File: src/rtl/csiek_pkg.sv
`default_nettype none
// ----------------------------------------------------------------------------
// csiek_pkg
// Shared constants, codes and control types of the escape key decoder.
// ----------------------------------------------------------------------------
package csiek_pkg;

	localparam int PARAM_BUF_LEN = 16;
	localparam int CAP           = PARAM_BUF_LEN - 1;
	localparam int CNT_W         = $clog2(CAP + 1);
	localparam int IDX_W         = $clog2(CAP);
	localparam int MOD_W         = 16;

	localparam logic [MOD_W-1:0] MOD_MAX = 16'hFFFF;

	localparam logic [1:0] PHASE_IDLE    = 2'd0;
	localparam logic [1:0] PHASE_ESC     = 2'd1;
	localparam logic [1:0] PHASE_COLLECT = 2'd2;

	localparam logic [7:0] ESC_BYTE     = 8'h1B;
	localparam logic [7:0] CTRL_BS_BYTE = 8'h17;
	localparam logic [7:0] CHAR_ZERO    = 8'h30;
	localparam logic [7:0] CHAR_NINE    = 8'h39;
	localparam logic [7:0] CHAR_SEMI    = 8'h3B;
	localparam logic [7:0] CHAR_LBRACK  = 8'h5B;
	localparam logic [7:0] CHAR_UP      = 8'h41;
	localparam logic [7:0] CHAR_DOWN    = 8'h42;
	localparam logic [7:0] CHAR_RIGHT   = 8'h43;
	localparam logic [7:0] CHAR_LEFT    = 8'h44;
	localparam logic [7:0] CHAR_END     = 8'h46;
	localparam logic [7:0] CHAR_HOME    = 8'h48;
	localparam logic [7:0] CHAR_TILDE   = 8'h7E;

	localparam logic [3:0] SEMI_CODE = 4'd10;
	localparam logic [3:0] DEL_DIGIT = 4'd3;
	localparam logic [3:0] BS_DIGIT0 = 4'd1;
	localparam logic [3:0] BS_DIGIT1 = 4'd2;
	localparam logic [3:0] BS_DIGIT2 = 4'd7;

	localparam logic [3:0] KIND_PLAIN  = 4'd0;
	localparam logic [3:0] KIND_UP     = 4'd1;
	localparam logic [3:0] KIND_DOWN   = 4'd2;
	localparam logic [3:0] KIND_RIGHT  = 4'd3;
	localparam logic [3:0] KIND_LEFT   = 4'd4;
	localparam logic [3:0] KIND_WRIGHT = 4'd5;
	localparam logic [3:0] KIND_WLEFT  = 4'd6;
	localparam logic [3:0] KIND_HOME   = 4'd7;
	localparam logic [3:0] KIND_END    = 4'd8;
	localparam logic [3:0] KIND_DEL    = 4'd9;
	localparam logic [3:0] KIND_WDEL   = 4'd10;
	localparam logic [3:0] KIND_ESC    = 4'd11;

	typedef enum logic [3:0] {
		S_IDLE   = 4'b0001,
		S_DECODE = 4'b0010,
		S_WALK   = 4'b0100,
		S_EMIT   = 4'b1000
	} state_t;

	typedef struct packed {
		logic accept;
		logic decode;
		logic walk_start;
		logic walk_step;
		logic finish;
		logic load_out;
	} csiek_cmd_t;

	typedef struct packed {
		logic ends_seq;
		logic emit_now;
		logic walk_more;
		logic final_hit;
		logic out_free;
	} csiek_stat_t;

endpackage
`default_nettype wire

File: src/rtl/csiek_in_if.sv
`default_nettype none
// ----------------------------------------------------------------------------
// csiek_in_if
// Keyboard word channel: command bit and raw byte with valid/ready.
// ----------------------------------------------------------------------------
interface csiek_in_if;
	logic       valid;
	logic       ready;
	logic       cmd;
	logic [7:0] byte_in;

	modport source (output valid, output cmd, output byte_in, input ready);
	modport sink   (input valid, input cmd, input byte_in, output ready);
endinterface
`default_nettype wire

File: src/rtl/csiek_out_if.sv
`default_nettype none
// ----------------------------------------------------------------------------
// csiek_out_if
// Decoded key word channel: key kind, byte and shift flag with valid/ready.
// ----------------------------------------------------------------------------
interface csiek_out_if;
	logic       valid;
	logic       ready;
	logic [3:0] key_kind;
	logic [7:0] key_byte;
	logic       shift_held;

	modport source (output valid, output key_kind, output key_byte, output shift_held,
		input ready);
	modport sink   (input valid, input key_kind, input key_byte, input shift_held,
		output ready);
endinterface
`default_nettype wire

File: src/rtl/csiek_ctrl.sv
`default_nettype none
// ----------------------------------------------------------------------------
// csiek_ctrl
// Sequencer: accept a word, decode it, walk the parameter buffer, emit.
// ----------------------------------------------------------------------------
module csiek_ctrl (
	input  logic                    clk,
	input  logic                    arst_n,
	input  logic                    in_valid,
	input  csiek_pkg::csiek_stat_t  st,
	output csiek_pkg::csiek_cmd_t   ctl
);

	csiek_pkg::state_t state_q;
	csiek_pkg::state_t state_d;

	always_comb begin
		state_d = state_q;
		ctl     = '0;
		unique case (state_q)
			csiek_pkg::S_IDLE: begin
				ctl.accept = 1'b1;
				if (in_valid) begin
					state_d = csiek_pkg::S_DECODE;
				end
			end
			csiek_pkg::S_DECODE: begin
				ctl.decode = 1'b1;
				if (st.ends_seq) begin
					ctl.walk_start = 1'b1;
					state_d        = csiek_pkg::S_WALK;
				end else if (st.emit_now) begin
					state_d = csiek_pkg::S_EMIT;
				end else begin
					state_d = csiek_pkg::S_IDLE;
				end
			end
			csiek_pkg::S_WALK: begin
				if (st.walk_more) begin
					ctl.walk_step = 1'b1;
				end else begin
					ctl.finish = 1'b1;
					state_d    = st.final_hit ? csiek_pkg::S_EMIT : csiek_pkg::S_IDLE;
				end
			end
			csiek_pkg::S_EMIT: begin
				if (st.out_free) begin
					ctl.load_out = 1'b1;
					state_d      = csiek_pkg::S_IDLE;
				end
			end
			default: begin
				state_d = csiek_pkg::S_IDLE;
			end
		endcase
	end

	always_ff @(posedge clk or negedge arst_n) begin
		if (!arst_n) begin
			state_q <= csiek_pkg::S_IDLE;
		end else begin
			state_q <= state_d;
		end
	end

endmodule
`default_nettype wire

File: src/rtl/csiek_datapath.sv
`default_nettype none
// ----------------------------------------------------------------------------
// csiek_datapath
// Escape phase, parameter buffer, modifier accumulator and output register.
// ----------------------------------------------------------------------------
module csiek_datapath (
	input  logic                   clk,
	input  logic                   arst_n,
	input  csiek_pkg::csiek_cmd_t  ctl,
	output csiek_pkg::csiek_stat_t st,
	input  logic                   in_valid,
	input  logic                   in_cmd,
	input  logic [7:0]             in_byte,
	input  logic                   out_ready,
	output logic                   out_valid,
	output logic [3:0]             out_kind,
	output logic [7:0]             out_byte,
	output logic                   out_shift
);

	localparam int CNT_W = csiek_pkg::CNT_W;
	localparam int IDX_W = csiek_pkg::IDX_W;
	localparam int MOD_W = csiek_pkg::MOD_W;

	logic                cmd_q;
	logic [7:0]          byte_q;
	logic [1:0]          phase_q;
	logic [1:0]          phase_d;
	logic [1:0]          drains_q;
	logic [1:0]          drains_d;
	logic [1:0]          drains_inc;
	logic [CNT_W-1:0]    count_q;
	logic [CNT_W-1:0]    count_d;
	logic [3:0]          chars_q [csiek_pkg::CAP];
	logic                store;
	logic [3:0]          code;
	logic                is_param;
	logic                emit_now;
	logic                ends_seq;
	logic [3:0]          kind_d;
	logic [7:0]          byte_d;

	logic [CNT_W-1:0]    walk_idx_q;
	logic                semi_q;
	logic                stop_q;
	logic [MOD_W-1:0]    mod_q;
	logic [3:0]          walk_char;
	logic [MOD_W+3:0]    mod_x10;
	logic [MOD_W-1:0]    mod_next;
	logic [MOD_W-1:0]    mod_m1;
	logic                mod_ge2;
	logic                ctrl_mod;
	logic                shift_mod;
	logic                del_hit;
	logic                bs_hit;
	logic                fin_hit;
	logic [3:0]          fin_kind;
	logic [7:0]          fin_byte;

	logic [3:0]          res_kind_q;
	logic [7:0]          res_byte_q;
	logic                res_shift_q;
	logic                out_valid_q;
	logic [3:0]          out_kind_q;
	logic [7:0]          out_byte_q;
	logic                out_shift_q;

	assign is_param = ((byte_q >= csiek_pkg::CHAR_ZERO) && (byte_q <= csiek_pkg::CHAR_NINE))
		|| (byte_q == csiek_pkg::CHAR_SEMI);
	assign code       = (byte_q == csiek_pkg::CHAR_SEMI) ? csiek_pkg::SEMI_CODE : byte_q[3:0];
	assign drains_inc = drains_q + 2'd1;

	always_comb begin
		phase_d  = phase_q;
		drains_d = drains_q;
		count_d  = count_q;
		store    = 1'b0;
		emit_now = 1'b0;
		ends_seq = 1'b0;
		kind_d   = csiek_pkg::KIND_PLAIN;
		byte_d   = byte_q;
		if (cmd_q) begin
			byte_d = '0;
			if (phase_q == csiek_pkg::PHASE_ESC) begin
				if (drains_inc >= 2'd2) begin
					phase_d  = csiek_pkg::PHASE_IDLE;
					drains_d = '0;
					emit_now = 1'b1;
					kind_d   = csiek_pkg::KIND_ESC;
				end else begin
					drains_d = drains_inc;
				end
			end else begin
				drains_d = '0;
			end
		end else if (phase_q == csiek_pkg::PHASE_IDLE) begin
			if (byte_q == csiek_pkg::ESC_BYTE) begin
				phase_d = csiek_pkg::PHASE_ESC;
			end else begin
				emit_now = 1'b1;
			end
		end else if (phase_q == csiek_pkg::PHASE_ESC) begin
			if (byte_q == csiek_pkg::CHAR_LBRACK) begin
				phase_d = csiek_pkg::PHASE_COLLECT;
				count_d = '0;
			end else begin
				phase_d  = csiek_pkg::PHASE_IDLE;
				emit_now = 1'b1;
			end
		end else if (is_param) begin
			if (count_q < CNT_W'(csiek_pkg::CAP)) begin
				store   = 1'b1;
				count_d = count_q + CNT_W'(1);
			end
		end else begin
			phase_d  = csiek_pkg::PHASE_IDLE;
			ends_seq = 1'b1;
		end
	end

	assign walk_char = chars_q[walk_idx_q[IDX_W-1:0]];
	assign mod_x10   = ({4'b0, mod_q} << 3) + ({4'b0, mod_q} << 1) + {{MOD_W{1'b0}}, walk_char};
	assign mod_next  = (mod_x10 > {4'b0, csiek_pkg::MOD_MAX}) ? csiek_pkg::MOD_MAX
		: mod_x10[MOD_W-1:0];

	assign mod_m1    = mod_q - MOD_W'(1);
	assign mod_ge2   = mod_q >= MOD_W'(2);
	assign ctrl_mod  = mod_ge2 && mod_m1[2];
	assign shift_mod = mod_ge2 && mod_m1[0];
	assign del_hit   = (count_q >= CNT_W'(1)) && (chars_q[0] == csiek_pkg::DEL_DIGIT);
	assign bs_hit    = (count_q >= CNT_W'(3)) && (chars_q[0] == csiek_pkg::BS_DIGIT0)
		&& (chars_q[1] == csiek_pkg::BS_DIGIT1) && (chars_q[2] == csiek_pkg::BS_DIGIT2);

	always_comb begin
		fin_hit  = 1'b1;
		fin_kind = csiek_pkg::KIND_PLAIN;
		fin_byte = '0;
		unique case (byte_q)
			csiek_pkg::CHAR_UP:    fin_kind = csiek_pkg::KIND_UP;
			csiek_pkg::CHAR_DOWN:  fin_kind = csiek_pkg::KIND_DOWN;
			csiek_pkg::CHAR_RIGHT: begin
				fin_kind = ctrl_mod ? csiek_pkg::KIND_WRIGHT : csiek_pkg::KIND_RIGHT;
			end
			csiek_pkg::CHAR_LEFT: begin
				fin_kind = ctrl_mod ? csiek_pkg::KIND_WLEFT : csiek_pkg::KIND_LEFT;
			end
			csiek_pkg::CHAR_HOME:  fin_kind = csiek_pkg::KIND_HOME;
			csiek_pkg::CHAR_END:   fin_kind = csiek_pkg::KIND_END;
			csiek_pkg::CHAR_TILDE: begin
				if (del_hit) begin
					fin_kind = ctrl_mod ? csiek_pkg::KIND_WDEL : csiek_pkg::KIND_DEL;
				end else if (bs_hit) begin
					fin_byte = csiek_pkg::CTRL_BS_BYTE;
				end else begin
					fin_hit = 1'b0;
				end
			end
			default: fin_hit = 1'b0;
		endcase
	end

	always_ff @(posedge clk) begin
		if (ctl.accept && in_valid) begin
			cmd_q  <= in_cmd;
			byte_q <= in_byte;
		end
		if (ctl.decode && store) begin
			chars_q[count_q[IDX_W-1:0]] <= code;
		end
		if (ctl.walk_start) begin
			mod_q <= '0;
		end else if (ctl.walk_step && semi_q && !stop_q && (walk_char < csiek_pkg::SEMI_CODE)) begin
			mod_q <= mod_next;
		end
		if (ctl.decode && emit_now) begin
			res_kind_q  <= kind_d;
			res_byte_q  <= byte_d;
			res_shift_q <= 1'b0;
		end else if (ctl.finish) begin
			res_kind_q  <= fin_kind;
			res_byte_q  <= fin_byte;
			res_shift_q <= shift_mod;
		end
		if (ctl.load_out) begin
			out_kind_q  <= res_kind_q;
			out_byte_q  <= res_byte_q;
			out_shift_q <= res_shift_q;
		end
	end

	always_ff @(posedge clk or negedge arst_n) begin
		if (!arst_n) begin
			phase_q     <= csiek_pkg::PHASE_IDLE;
			drains_q    <= '0;
			count_q     <= '0;
			walk_idx_q  <= '0;
			semi_q      <= 1'b0;
			stop_q      <= 1'b0;
			out_valid_q <= 1'b0;
		end else begin
			if (ctl.decode) begin
				phase_q  <= phase_d;
				drains_q <= drains_d;
				count_q  <= count_d;
			end
			if (ctl.walk_start) begin
				walk_idx_q <= '0;
				semi_q     <= 1'b0;
				stop_q     <= 1'b0;
			end else if (ctl.walk_step) begin
				walk_idx_q <= walk_idx_q + CNT_W'(1);
				if (!semi_q) begin
					if (walk_char == csiek_pkg::SEMI_CODE) begin
						semi_q <= 1'b1;
					end
				end else if (walk_char >= csiek_pkg::SEMI_CODE) begin
					stop_q <= 1'b1;
				end
			end
			if (ctl.load_out) begin
				out_valid_q <= 1'b1;
			end else if (out_ready) begin
				out_valid_q <= 1'b0;
			end
		end
	end

	assign st.ends_seq  = ends_seq;
	assign st.emit_now  = emit_now;
	assign st.walk_more = walk_idx_q < count_q;
	assign st.final_hit = fin_hit;
	assign st.out_free  = !out_valid_q || out_ready;

	assign out_valid = out_valid_q;
	assign out_kind  = out_kind_q;
	assign out_byte  = out_byte_q;
	assign out_shift = out_shift_q;

endmodule
`default_nettype wire

File: src/rtl/csi_escape_key_decoder.sv
`default_nettype none
// ----------------------------------------------------------------------------
// csi_escape_key_decoder
// Keyboard byte decoder for xterm style escape and control sequences.
//
// kbd carries one word per keyboard byte (cmd 0) or per end of an event
// drain (cmd 1). keys carries zero or one decoded key word per kbd word.
// Both channels move a word when valid and ready are high at a clock edge.
// A kbd word is taken in the idle state, decoded in the next cycle and its
// key, if any, is loaded into the output register in the emit state once
// that register is free. A sequence final byte first walks the parameter
// buffer one character a cycle; the buffer holds at most 15 characters.
// The output register holds a finished key while the next kbd word is
// accepted; a stalled receiver holds the block in its emit state until the
// register frees. Reset returns to the idle phase with an empty buffer and no
// pending drain; buffer contents are not cleared.
// ----------------------------------------------------------------------------
module csi_escape_key_decoder (
	input  logic         clk,
	input  logic         arst_n,
	csiek_in_if.sink     kbd,
	csiek_out_if.source  keys
);

	csiek_pkg::csiek_cmd_t  ctl;
	csiek_pkg::csiek_stat_t st;

	assign kbd.ready = ctl.accept;

	csiek_ctrl u_ctrl (
		.clk      (clk),
		.arst_n   (arst_n),
		.in_valid (kbd.valid),
		.st       (st),
		.ctl      (ctl)
	);

	csiek_datapath u_datapath (
		.clk       (clk),
		.arst_n    (arst_n),
		.ctl       (ctl),
		.st        (st),
		.in_valid  (kbd.valid),
		.in_cmd    (kbd.cmd),
		.in_byte   (kbd.byte_in),
		.out_ready (keys.ready),
		.out_valid (keys.valid),
		.out_kind  (keys.key_kind),
		.out_byte  (keys.key_byte),
		.out_shift (keys.shift_held)
	);

endmodule
`default_nettype wire
File: src/flat_wrapper.sv
// flat-port wrapper written by rule: the top's interface ports become plain ports
module csi_escape_key_decoder_flat 
  (clk, arst_n, kbd_valid, kbd_cmd, kbd_byte_in, kbd_ready, keys_valid, keys_key_kind, keys_key_byte, keys_shift_held, keys_ready);
  csiek_in_if kbd_i ();
  csiek_out_if keys_i ();
  input  logic clk;
  input  logic arst_n;
  input wire logic [$bits(kbd_i.valid)-1:0] kbd_valid;
  input wire logic [$bits(kbd_i.cmd)-1:0] kbd_cmd;
  input wire logic [$bits(kbd_i.byte_in)-1:0] kbd_byte_in;
  output wire logic [$bits(kbd_i.ready)-1:0] kbd_ready;
  output wire logic [$bits(keys_i.valid)-1:0] keys_valid;
  output wire logic [$bits(keys_i.key_kind)-1:0] keys_key_kind;
  output wire logic [$bits(keys_i.key_byte)-1:0] keys_key_byte;
  output wire logic [$bits(keys_i.shift_held)-1:0] keys_shift_held;
  input wire logic [$bits(keys_i.ready)-1:0] keys_ready;
  assign kbd_i.valid = kbd_valid;
  assign kbd_i.cmd = kbd_cmd;
  assign kbd_i.byte_in = kbd_byte_in;
  assign kbd_ready = kbd_i.ready;
  assign keys_valid = keys_i.valid;
  assign keys_key_kind = keys_i.key_kind;
  assign keys_key_byte = keys_i.key_byte;
  assign keys_shift_held = keys_i.shift_held;
  assign keys_i.ready = keys_ready;
  csi_escape_key_decoder u_core (.clk(clk), .arst_n(arst_n), .kbd(kbd_i), .keys(keys_i));
endmodule
File: config.mk
export PLATFORM = sky130hd
export DESIGN_NAME = csi_escape_key_decoder_flat
export DESIGN_NICKNAME = d
export VERILOG_FILES = /design/src/rtl/csiek_pkg.sv /design/src/rtl/csiek_in_if.sv /design/src/rtl/csiek_out_if.sv /design/src/rtl/csiek_ctrl.sv /design/src/rtl/csiek_datapath.sv /design/src/rtl/csi_escape_key_decoder.sv /design/src/flat_wrapper.sv
export SDC_FILE = /design/constraint.sdc
export NUM_CORES = 1
export LEC_CHECK = 0
export BUFFER_PORTS_ARGS = -buffer_cell sky130_fd_sc_hd__buf_2
export CORE_UTILIZATION = 40
export CTS_CLUSTER_DIAMETER = 40
export CTS_CLUSTER_SIZE = 10
export DETAILED_ROUTE_END_ITERATION = 10
export PLACE_DENSITY = 0.63
export SYNTH_ARGS = -nofsm -noshare
export SYNTH_HDL_FRONTEND = slang
export SYNTH_HIERARCHICAL = 1
export SYNTH_SLANG_ARGS = --single-unit
File: constraint.sdc
create_clock -name clk -period 6.25 [get_ports clk]
set_clock_uncertainty 0.1 [all_clocks]
set_input_delay 0 -clock clk [delete_from_list [all_inputs] [get_ports clk]]
set_output_delay 0 -clock clk [all_outputs]
set_load 0.02 [all_outputs]
== Word-level counts from Yosys, hierarchy flattened ==
Memories as Yosys holds them, arrays and structs flattened.
Cells that the tools add are included.

* Output and inout bits: 15
* RAM bits: 60
* Bits of input ports: 13
* Bits in latches: 0
* Memories: 1
* Logic and storage cells: 176
* Memory bits (read-only): 0
* Register bits after elaboration: 70

* Multiplexer cells: 80
* Divide/modulo/power cells: 0
* Shift operators: 0
* Reduce and logical (&&, ||, !) cells: 31
* Equal/unequal tests: 28
* Bitwise operators: 2
* Add/sub/neg operators: 6
* Order comparisons: 11
* Multiply operators: 0

{| class="wikitable"
|+ Memories
! name !! depth !! width !! rd ports !! clocked after memory_dff !! wr ports !! RTL line !! text
|-
| u_core.u_datapath.chars_q || 15 || 4 || 4 || 0 || 1 || csiek_datapath.sv:34 || <nowiki>logic [3:0] chars_q [csiek_pkg::CAP];</nowiki>
|}

{| class="wikitable"
|+ Operator list
! operator !! count
|-
| 4-bit 2-to-1 mux || 19
|-
| 8-bit by 7-bit equality test with 1-bit output, second input constant || 8
|-
| 1-bit 2-to-1 mux || 36
|-
| 2-bit 2-to-1 mux || 14
|-
| 4-bit case mux with 7 select lines || 1
|-
| 8-bit 2-to-1 mux || 3
|-
| 19-bit by 17-bit adder with 20-bit output || 1
|-
| 20-bit by 4-bit adder with 20-bit output || 1
|-
| 20-bit by 16-bit greater-than comparator with 1-bit output, second input constant || 1
|-
| 16-bit by 2-bit >= comparator with 1-bit output, second input constant || 1
|-
| 16-bit 2-to-1 mux || 1
|-
| 4-bit case mux with 4 select lines || 1
|-
| 5-bit 2-to-1 mux || 3
|-
| 2-bit nonzero test || 7
|-
| 1-bit logical AND || 13
|-
| 4-bit by 2-bit equality test with 1-bit output, second input constant || 3
|-
| 4-bit by 1-bit adder with 4-bit output, second input constant || 2
|-
| 4-bit by 1-bit equality test with 1-bit output, second input constant || 2
|-
| 4-bit by 3-bit equality test with 1-bit output, second input constant || 2
|-
| 4-bit equality test, second input constant || 2
|-
| 8-bit by 5-bit equality test with 1-bit output, second input constant || 1
|-
| 8-bit by 6-bit equality test with 1-bit output, second input constant || 1
|-
| 8-bit by 6-bit >= comparator with 1-bit output, second input constant || 1
|-
| 8-bit by 6-bit less-or-equal comparator with 1-bit output, second input constant || 1
|-
| other kinds (24) || 33
|}

== Depth between registers and ports, before layout ==
* Depth in word-level cells: 12
* Mapped depth: 16
* Depth with buffers taken out: 13

== Hierarchy ==
The synthesis kept the hierarchy.

{| class="wikitable"
|+ Modules (own cells, without submodules)
! module !! area each (um^2) !! seq. area each (um^2) !! cells each !! instances
|-
| csiek_datapath || 6,397.4 || 3,658.5 || 502 || 1
|-
| csiek_ctrl || 297.8 || 101.3 || 32 || 1
|}

== Least setup slack after synthesis ==
No wires, ideal clock.

* Path type: flip-flop to flip-flop
* Start: register u_core.u_datapath.walk_idx_q[0]
* End: register u_core.u_datapath.mod_q[0]
* Library setup time: 119 ps
* Slack: 1,902 ps
* Path buffers: 1
* Data required time: 6,031 ps
* Arrival: 4,129 ps
* Clock period less this slack: 4,348 ps
* Stages on the path, launching flop included: 13
* Cell sequence: dfrtp_1 buf_6 mux4_2 mux4_2 fa_1 ha_1 a211oi_1 o21ai_1 a311oi_1 a211oi_1 mux2_2 or3b_1 o221a_1

* Cells in the longest elaborated chain, start to end: 6
* Elaborated cells on any way between the ends: 11
* Those cells by class: 1 x add/sub; 3 x order compare; 3 x mux; 3 x reduce/logical; 1 x memory

{| class="wikitable"
|+ RTL lines
! element !! RTL line !! text
|-
| from (decl) || csiek_datapath.sv:43 || <nowiki>logic [CNT_W-1:0] walk_idx_q;</nowiki>
|-
| from (signal assigned) || csiek_datapath.sv:211 || <nowiki>walk_idx_q <= walk_idx_q + CNT_W'(1);</nowiki>
|-
| branches (longest 6 deep; another with 20-bit by 4-bit adder with 20-bit output) || -- ||
|-
| to (signal assigned) || csiek_datapath.sv:173 || <nowiki>mod_q <= mod_next;</nowiki>
|-
| to (decl) || csiek_datapath.sv:46 || <nowiki>logic [MOD_W-1:0] mod_q;</nowiki>
|}

Several ways; the timed one is not identified.
A chain may end at the register's enable or synchronous reset.

== Final worst setup path ==
Same ends and word-level chain as after synthesis.

==> impl_metrics.py <==
metrics = {
    "worst_setup_path": {
        "cp_data_required_time_ns": 6.45,
        "cpMaxStageDelayCell": "dfrtp_1",
        "cp-end-kind": "flip-flop",
        "path_cells": "mux4_2 > mux4_2 > fa_1 > ha_1 > a211oi_1 > o21ai_1 > a311oi_1 > a211oi_1 > mux2_2 > or3b_1 > o221a_1",
        "worstRegToRegCells": 11,
        "critPathLaunchType": "flip-flop",
        "reg2reg_slack_ns": 1.30,
        "critPathMaxStageDelay_ns": 0.78,
        "cp_max_fo": 12,
        "cp.arrival_ns": 5.15,
        "critPathKind": "reg2reg",
    },
    "place": {
        "portBuffers": 27,
        "place_area_mm2": 0.00703,
        "dp_slack_ns": 1.29,
        "hpwl_um": 9720,
        "routabilityCongestion": 0.890,
    },
    "cts": {
        "cts_sinks": 134,
        "h-tree-depth": 4,
        "numCtsBuffers": 17,
        "path_clk_slew_ns": 0.06,
        "clock_path_buffers": 2,
        "clock_latency_ns": 0.42,
        "post-cts-setup-buffers": 0,
        "ctsRootBufferMaster": "clkbuf_16",
        "cts_tree": "done",
    },
    "grt": {
        "antenna_found_initial": 0,
        "grtUsageTotal_pct": 16.9,
        "grt.overflow.total": 0,
        "grt_pass1_wl_um": 22500,
        "grt_max_degree": 28,
        "grt_pass1_vias": 4385,
    },
    "sta": {
        "hold_violations": 0,
        "clock.fmax_mhz": 202,
        "setup_ws_ns": 1.30,
        "fin_crit_ns": 4.95,
        "tightestPinTransition_ns": 1.06,
        "finalCritPeriodShare_pct": 79.2,
        "maxSlewHeadroom_pct": 29.1,
        "slew_viol_final": 0,
        "finalSetupViolCount": 0,
        "rsz0062_at_grt": "false",
        "setup_tns_ns": 0,
        "whs_ns": 0.190,
    },
    "power_and_ir_drop": {
        "internal_power_uw": 1710,
        "power.density_mw_per_mm2": 288,
        "fin_total_pwr_uw": 2230,
        "switching_share_pct": 23.6,
        "vdd_ir_drop_max_mv": 0.204,
        "power.switching_uw": 526,
        "p_leak_uw": 0.00293,
        "p_clk_share_pct": 44.4,
        "p_comb_share_pct": 6.8,
        "pwr-share-seq_pct": 48.8,
    },
    "logic_synthesis": {
        "synth_top_area_share_pct": 44.0,
        "synth_commonest_cells": "edfxtp_1, nor2_1, ha_1",
        "postSynthAreaPerCell_um2": 12.5,
        "yosysWarnings": 6,
        "syn_area_mm2": 0.00670,
        "synthFlopType": "edfxtp_1",
        "synth-async-reset-ratio_pct": 14.2,
        "synth_seq_cells": 134,
        "synth_enable_flop_cells": 98,
        "synth_cell_type_count": 66,
        "seq_area_frac_synth_pct": 56.2,
        "synth_most_common_cell": "edfxtp_1",
        "syn-instance-count": 534,
        "synth_top_area_cell": "edfxtp_1",
        "yosys-top-cells-area": "edfxtp_1, ha_1, dfrtp_1, mux4_2, dfxtp_1",
    },
    "detailed_routing": {
        "drt-wirelength-per-cell_um": 17.0,
        "drt-initial-drc-count": 444,
        "routed_via_density": 5.47,
        "vias": 4422,
        "dr.pass1.iters": 5,
        "route.detailed.drc": 0,
        "wl_um": 13700,
        "antenna_left": 0,
    },
    "layout": {
        "syn_to_final_growth_pct": 15.8,
        "drive_gt1_share_pct": 13.9,
        "diodes": 0,
        "design_area_mm2": 0.00775,
        "nNetsFinal": 635,
    },
    "floorplanning": {
        "fp.dieW_um": 131,
        "die_y_um": 131,
        "initial_core_util_pct": 41.5,
        "ios": 28,
        "core_area_mm2": 0.0161,
        "rows": 46,
        "fp.dieArea_mm2": 0.0173,
    },
    "worst_hold_path": {
        "hold_path_class": "in2reg",
        "hold_depth": 2,
    },
    "job": {
        "max-cap-violations": 0,
    },
    "run_status": {
        "status": "complete, no violations",
    },
}
## layer usage
layer	global-route usage [%]	part of all wire [%]
met1	21.5	45
met2	27.4	49
met3	3.97	4.1
met4	7.56	2.0
met5	0	0
## cell families after synthesis
logic type / share of synthesized area [%]
AO/OA/AOI/OAI: 10.3
buffers and inverters: 2.75
multiplexers: 6.60
XOR/XNOR: 2.62
flip-flops: 56.2
other: 0.0560
AND/OR/NAND/NOR: 13.2
adder cells (fa/ha/maj): 8.26
## critical path, delay by kind of cell, from the launching register on
kind / cells / cell delay [ns]
flops: 1 / 0.78
mux: 3 / 1.42
compound gates: 5 / 1.27
simple gates: 1 / 0.44
fa+ha+maj: 2 / 0.83
## sequential cells by signal (all words and copies together), names as in the netlist
register                       count
u_core/u_ctrl/state_q              4
u_core/u_datapath/byte_q           8
u_core/u_datapath/chars_q         64
u_core/u_datapath/cmd_q            1
u_core/u_datapath/count_q          4
u_core/u_datapath/drains_q         2
u_core/u_datapath/mod_q           16
u_core/u_datapath/out_byte         8
u_core/u_datapath/out_kind         4
u_core/u_datapath/out_shift        1
u_core/u_datapath/out_valid        1
u_core/u_datapath/phase_q          2
u_core/u_datapath/res_byte_q       8
u_core/u_datapath/res_kind_q       4
u_core/u_datapath/res_shift_q      1
u_core/u_datapath/semi_q           1
u_core/u_datapath/stop_q           1
u_core/u_datapath/walk_idx_q       4
## metrics by stage
stage          std cells  utilization [%]
4_1_cts              808             48.1
3_5_place_dp         762             43.6
3_3_place_gp         762             43.6
6_report             808             48.1
2_1_floorplan        537                -
5_1_grt              808             48.1
## cell usage in the layout (no fill, tap or decap), drive strengths merged, types with 14 or more instances in the layout
cell type and instances:
dfxtp 17, xor2 14, nor3 17, dfrtp 18, edfxtp 98, dlygate4sd3 14
o21ai 21, nor2 49, clkbuf 18, nand2 31, ha 41, inv 21
buf 30, a21oi 32, mux4 18
## area by class of cell
type | count | area, um^2
Clock buffer | 18 | 429
Multi-Input combinational cell | 363 | 2770
Inverter | 19 | 71.3
Fill cell | 1384 | 8360
Clock inverter | 14 | 158
Sequential cell | 134 | 3760
Timing Repair Buffer | 44 | 298
Tap cell | 216 | 270
## final timing paths
check / start / end
setup / recovery: u_core/u_datapath/walk_idx_q[0]$_DFFE_PN0P_ / u_core/u_datapath/mod_q[0]$_SDFFE_PP0P_
hold / removal: kbd_byte_in[0] / u_core/u_datapath/byte_q[0]$_DFFE_PP_
setup reg to reg: u_core/u_datapath/walk_idx_q[0]$_DFFE_PN0P_ / u_core/u_datapath/mod_q[0]$_SDFFE_PP0P_
hold reg to reg: u_core/u_datapath/res_kind_q[0]$_DFFE_PP_ / u_core/u_datapath/out_kind[0]$_DFFE_PP_
max in group asynchronous: arst_n / u_core/u_datapath/walk_idx_q[0]$_DFFE_PN0P_
min in group asynchronous: arst_n / u_core/u_ctrl/state_q[0]$_DFFE_PN1P_
## timing repair
item / in CTS / in global routing
endpoints found under the hold margin: 30 / 0
resized for setup: 0 / 0
hold buffers: 14 / 0
## power by group through the flow
stage	clock, uW	sequential, uW	combinational, uW
after floorplan	0	1060	134
after global placement	0	1100	141
after detailed placement	0	1110	146
after CTS	1010	1090	153
after global routing	1050	1100	168
final	991	1090	152
Note: power is estimated with default switching activity, not from simulation.
